<file path="config.mk">
export PLATFORM = sky130hd
export DESIGN_NAME = dcj_mac
export DESIGN_NICKNAME = d
export VERILOG_FILES = /design/src/sv/dcj_pkg.sv /design/src/sv/dcj_mac.sv
export SDC_FILE = /design/constraint.sdc
export NUM_CORES = 2
export LEC_CHECK = 0
export ABC_AREA = 1
export BUFFER_PORTS_ARGS = -buffer_cell sky130_fd_sc_hd__buf_2
export CAP_MARGIN = 10
export CORE_MARGIN = 10
export CORE_UTILIZATION = 55
export CTS_BUF_LIST = sky130_fd_sc_hd__clkbuf_4 sky130_fd_sc_hd__clkbuf_8 sky130_fd_sc_hd__clkbuf_16
export DETAILED_ROUTE_END_ITERATION = 8
export GPL_TIMING_DRIVEN = 0
export PLACE_DENSITY = 0.81
export SLEW_MARGIN = 0
export SYNTH_ARGS = -nofsm -noshare
export SYNTH_HDL_FRONTEND = slang
export SYNTH_SLANG_ARGS = --single-unit
</file>
<file path="constraint.sdc">
create_clock -name i_clk -period 12.6 [get_ports i_clk]
set_input_delay 2.52 -clock i_clk [delete_from_list [all_inputs] [get_ports i_clk]]
set_output_delay 2.52 -clock i_clk [all_outputs]
set_load 0.02 [all_outputs]
</file>
<file path="src/sv/dcj_pkg.sv">
// damped cosine jiggle package: fixed-point constants, polynomial coefficients
// and the rounded q30 multiply shared by the pipeline stages
// no dependencies
package dcj_pkg;

    localparam int unsigned ACC_W = 36;

    localparam logic signed [ACC_W-1:0] ONE_Q30    = 36'sd1073741824;
    localparam logic signed [ACC_W-1:0] TWO_PI_Q28 = 36'sd1686629713;
    localparam logic [32:0]             LOG2E_Q32  = 33'd6196328019;
    localparam logic [31:0]             LN2_Q32    = 32'd2977044472;
    localparam logic [63:0]             DT_LIMIT   = 64'd50 << 32;
    localparam logic [6:0]              M_ZERO     = 7'd62;

    // exp horner: seed, then the value added after each multiply by r
    localparam logic signed [ACC_W-1:0] EXP_SEED = 36'sd8947849;
    localparam logic signed [ACC_W-1:0] EXP_ADD [5] = '{
        36'sd44739243, 36'sd178956971, 36'sd536870912, 36'sd1073741824, 36'sd1073741824
    };

    // cos horner over x squared
    localparam logic signed [ACC_W-1:0] COS_SEED = 36'sd2;
    localparam logic signed [ACC_W-1:0] COS_ADD [6] = '{
        -36'sd296, 36'sd26631, -36'sd1491308, 36'sd44739243, -36'sd536870912,
        36'sd1073741824
    };

    // (a*b) >> 30 rounded half away from zero
    function automatic logic signed [ACC_W-1:0] qmul30(
        input logic signed [ACC_W-1:0] a,
        input logic signed [ACC_W-1:0] b
    );
        logic [ACC_W-1:0]   ma;
        logic [ACC_W-1:0]   mb;
        logic [2*ACC_W-1:0] p;
        logic [ACC_W-1:0]   q;
        ma = a[ACC_W-1] ? ACC_W'(-a) : ACC_W'(a);
        mb = b[ACC_W-1] ? ACC_W'(-b) : ACC_W'(b);
        p  = (2*ACC_W)'(ma) * (2*ACC_W)'(mb);
        p  = p + ((2*ACC_W)'(1) << 29);
        q  = p[ACC_W+29:30];
        return (a[ACC_W-1] ^ b[ACC_W-1]) ? $signed(-q) : $signed(q);
    endfunction

endpackage

</file>
<file path="src/sv/dcj_mac.sv">
// one registered multiply-add stage: c + round((a*b) >> 30)
// depends on dcj_pkg
module dcj_mac (
    input  logic                               i_clk,
    input  logic                               i_en,
    input  logic signed [dcj_pkg::ACC_W-1:0]   i_a,
    input  logic signed [dcj_pkg::ACC_W-1:0]   i_b,
    input  logic signed [dcj_pkg::ACC_W-1:0]   i_c,
    output logic signed [dcj_pkg::ACC_W-1:0]   o_acc
);

    logic signed [dcj_pkg::ACC_W-1:0] r_acc;

    // product and addend registered together
    always_ff @(posedge i_clk) begin
        if (i_en) begin
            r_acc <= i_c + dcj_pkg::qmul30(i_a, i_b);
        end
    end

    assign o_acc = r_acc;

endmodule

</file>
After elaboration in Yosys (flattened, before gate mapping)
Index checks and enable logic that the tools add are counted.
- flip-flop bits (word level): 36
- bits of input ports: 110
- output and inout bits: 36
- add/subtract/negate cells: 5
- multiply operators: 1
- mux-type cells: 3
- bitwise operators: 1
- operators by type and width (cell ; number):
    $mux W36 ; 3
    $neg A36 Y36 ; 3
    $add A66 B30 Y66 const B ; 1
    $mul A36 B36 Y66 ; 1
    $add A36 B36 Y36 ; 1
    $xor A1 B1 Y1 ; 1

Longest topological paths before layout
- depth in word-level cells: 7
- mapped depth: 70
- depth with buffers taken out: 69

Worst setup path before layout
No wires, ideal clock.
- path kind: input-to-reg
- from: in i_a[0] (netlist name)
- to: reg r_acc, in the netlist o_acc[29], data pin
- arrival: 12412 ps
- slack: -72 ps
- stages on the path: 54
- buffers on the path: 2
- cell sequence: inv_2 clkbuf_1 ha_1 nand3_1 nor2_1 nand2_1 nand2_1 xor2_1 clkinv_1 clkbuf_1 nand2_1 fa_1 fa_1 fa_1 fa_1 inv_1 fa_1 inv_1 [18 not listed] nand2_1 nor2_4 and2_4 nor2_1 xnor2_1 inv_1 ha_1 nand2_1 nor2_1 inv_1 nor3_1 nand3_1 nand3_1 a31o_2 a21oi_1 o21ai_0 a21oi_1 xnor2_1
- cells in the longest elaborated chain, start to end: 7
- RTL lines (item ; line ; text):
    start: declaration ; dcj_mac.sv:6 ; input logic signed [dcj_pkg::ACC_W-1:0] i_a,
    $neg A36 Y36 ; dcj_pkg.sv:37 ; ma = a[ACC_W-1] ? ACC_W'(-a) : ACC_W'(a);
    $mux W36 * ; dcj_pkg.sv:37 ;
    $mul A36 B36 Y66 * ; dcj_pkg.sv:39 ; p = (2*ACC_W)'(ma) * (2*ACC_W)'(mb);
    $add A66 B30 Y66 * ; dcj_pkg.sv:40 ; p = p + ((2*ACC_W)'(1) << 29);
    $neg A36 Y36 ; dcj_pkg.sv:42 ; return (a[ACC_W-1] ^ b[ACC_W-1]) ? $signed(-q) : $signed(q);
    $mux W36 * ; dcj_pkg.sv:42 ;
    $add A36 B36 Y36 * ; dcj_mac.sv:17 ; r_acc <= i_c + dcj_pkg::qmul30(i_a, i_b);
    end signal: assignment ; dcj_mac.sv:17 ;
    end: declaration ; dcj_mac.sv:12 ; logic signed [dcj_pkg::ACC_W-1:0] r_acc;
Every way passes the cells marked *; elsewhere a longest branch is shown, timed or not.
A chain may end at the register's enable or synchronous reset.

Worst setup path in the final report
- from: in i_a[35] (netlist name)
- to: reg r_acc, in the netlist o_acc[32], data pin
- cells in the longest elaborated chain, start to end: 7
- elaborated cells between the ends (all ways): 8
- classes of those cells: 4 x add/sub; 1 x mul; 2 x mux; 1 x bitwise
- RTL lines (item ; line):
    $neg A36 Y36 ; dcj_pkg.sv:37
    $mux W36 ; dcj_pkg.sv:37
    $mul A36 B36 Y66 ; dcj_pkg.sv:39
    $add A66 B30 Y66 ; dcj_pkg.sv:40
    $neg A36 Y36 ; dcj_pkg.sv:42
    $mux W36 * ; dcj_pkg.sv:42
    $add A36 B36 Y36 * ; dcj_mac.sv:17
Marked as above.

==> results.ini <==
[layout]
area_growth_syn_to_layout_pct=21.5
post_layout_nonfiller_instances=7852
drive_above_1_share_pct=21.4
largest_reg_flops=36
nNetsFinal=8273

[clocking]
tritoncts_clock_tree=built
ctsLongestPathBuffers=2
path_clk_slew_ps=60
tritoncts.num_buffers=5
clock_tree.htree_level_count=2
cts_root_buffer=clkbuf_16
cts-hold-fix-buffers=0
tritoncts_num_sinks=36

[setup_path]
critical_path.max_stage_delay_ps=680
cpMostUsedCell=buf_4
timing.critical_path.arrival_ps=12990
worstPathRequired_ps=12630
critical_path.slowest_cell=fa_2
critPathMaxFanout=10
worst_setup_path_end_kind=flip-flop
worst-setup-path-type=in -> reg
critical_path.startpoint_type=input pin

[drt]
routed_wire_length_per_instance_um=25.8
met1Wirelength_um=70200
drtAntennaViolNets=0
detailedRoute.firstPassIterationCount=8
met3_wirelength_um=29900
drt_first_iter_violations=5961
wl_met2_um=84200
routed_wirelength_um=203000
routed-via-count=45479
drc=0
top_layer_used=met5
routed_via_density=5.79

[sta]
setup_violations=17
period_needed_ps=12960
final_max_slew_viol_count=0
timing.max_slew.rel_slack_pct=33.7
grt_setup_unrepaired=yes
worst-slew-pin-transition_ps=995
timing.final.ws_setup_ps=-356
max_clock_freq_mhz=77.2
hold_fails_final_rpt=0
fin_crit_sh_pct=103

[run_status]
status=complete, but fails checks
failed_checks=negative setup slack

[logic_synthesis]
async_flop_share_pct=0
ys_warn_count=0
syn-mean-instance-area_um2=7.58
total_nets_after_synthesis=7834
edff_count_synth=36
synth.cell_area_mm2=0.0474
postSynthRegisterBits=36
synth.distinct_cells=54
synth_ff_type=edfxtp_1
seq_area_frac_synth_pct=2.28
syn_inst=6259

[die]
initial_core_util_pct=55.5
floorplan.rows=107
die_height_um=314
i_o_pins=146
dieArea_mm2=0.0984
fp.dieW_um=314
fp.coreArea_mm2=0.0854

[placed_design]
port_buffers=143
place.gp.congestion=1.09
placed_cells_incl_taps=7551
dp_hpwl_um=162000

[worst_hold_path]
min-delay-path-class=in -> reg

[global_route]
grt_first_pass_wirelength_um=292000
antenna_found_initial=11
global_route.usage.total_pct=40.5
overflow=0
grt_start_max_net_pins=37
first_global_vias=46108

[run]
cap_viol_max_count=0

## worst max-delay path: cells and delay by family
kind                     cells  cell delay [ps]
XOR/XNOR                     2              270
AO/OA/AOI/OAI                4              780
adder cells (fa/ha/maj)     10             5100
buffers and inverters       17             2170
AND/OR/NAND/NOR             18             2090
## cell families (layout without fill, tap and decap cells)
family | count (synthesis) | count (layout) | synth area share [%]
AO/OA/AOI/OAI | 300 | 300 | 3.36
XOR/XNOR | 95 | 95 | 1.79
adder cells (fa/ha/maj) | 1465 | 1465 | 56.7
buffers and inverters | 1895 | 2335 | 15.0
flip-flops | 36 | 36 | 2.28
other | 0 | 9 | 0
AND/OR/NAND/NOR | 2468 | 2468 | 20.8
## per-layer routing
metal | vias to the layer above | track usage, %
li1 | 18781 | -
met1 | 22438 | 50.8
met2 | 3408 | 58.3
met3 | 842 | 14.2
met4 | 10 | 27.9
met5 | - | 0
## through the flow
stage                     cell area, um^2  hold slack, ps  setup slack [ps]  utilization [%]  TNS (ps)
after floorplan                     47400            2630              49.8                -         0
after global placement              49600            2820             -4060             58.1   -115620
after detailed placement            49700            2830             -3830             58.2   -107310
after CTS                           55200            2540             0.739             64.7         0
after global routing                57600            2560              -545             67.5     -6310
final                               57700            2550              -356             67.5     -2830
## final timing paths
path                  startpoint             endpoint  slack, ps  depth (start not counted)
worst min-delay path      i_c[0]   o_acc[0]$_DFFE_PP_       2550                          2
worst max-delay path     i_a[35]  o_acc[32]$_DFFE_PP_       -360                         51
## synthesized netlist by cell type (2+ instances only)
master	count	area (um^2)
inv_1	1655	6210
nand2_1	1499	5630
fa_1	1144	22900
nor2_1	695	2610
ha_1	321	4020
clkbuf_1	195	732
a21oi_1	149	746
nand3_1	133	666
o21ai_0	104	521
xor2_1	65	569
edfxtp_1	36	1080
xnor2_1	28	245
nand4_1	27	169
nand2_2	26	163
nor3_1	22	110
or2_2	19	119
clkinv_1	17	63.8
buf_1	14	52.6
o21bai_1	13	97.6
nor2_2	10	62.6
o21ai_1	10	50.1
nand3_2	8	80.1
nand3b_1	7	52.6
inv_2	6	22.5
a31oi_1	5	31.3
nor4_1	5	31.3
buf_2	4	20.0
nand2_4	4	45.0
nor2_4	4	45.0
a21o_1	3	22.5
o31ai_1	3	22.5
a21boi_0	2	15.0
and3_1	2	12.5
buf_4	2	15.0
o211ai_1	2	15.0
o21a_1	2	15.0
## final cells by class
cell class	instances	area [um^2]
Buffer	211	2160
Clock inverter	2	35.0
Inverter	1679	6490
Timing Repair Buffer	437	3280
Fill cell	6918	27800
Antenna cell	9	22.5
Clock buffer	6	133
Sequential cell	36	1080
Tap cell	1144	1430
Multi-Input combinational cell	4328	43000
## cells in the final DEF (no fill, tap or decap), drive strengths merged
cell / n
bufinv: 1
nor3: 22
fa: 1144
a31o: 1
inv: 1647
xor2: 66
o21ai: 114
a211o: 1
o2111ai: 1
a21boi: 3
nor4: 6
and3: 2
nand2: 1529
diode: 9
a21oi: 150
a21o: 3
or3: 1
ha: 321
a221oi: 1
a31oi: 5
o21bai: 13
and2: 3
o221ai: 1
nand2b: 1
clkinv: 14
o21a: 2
buf: 502
nand4: 27
clkinvlp: 19
xnor2: 29
nand3: 141
clkbuf: 152
o31ai: 3
nand3b: 7
or2: 19
nor2: 710
o211ai: 2
edfxtp: 36
## repair_timing
action                                  4_1_cts  5_1_grt
buffers inserted                            198       92
pin swaps                                   231      281
endpoints found under the setup margin       36       25
gates cloned                                  0        0
gates resized for setup                    1066      548
Power is left out: the tool's default activity adds up to more than one toggle a clock period on the data nets, which glitch-free logic cannot reach.
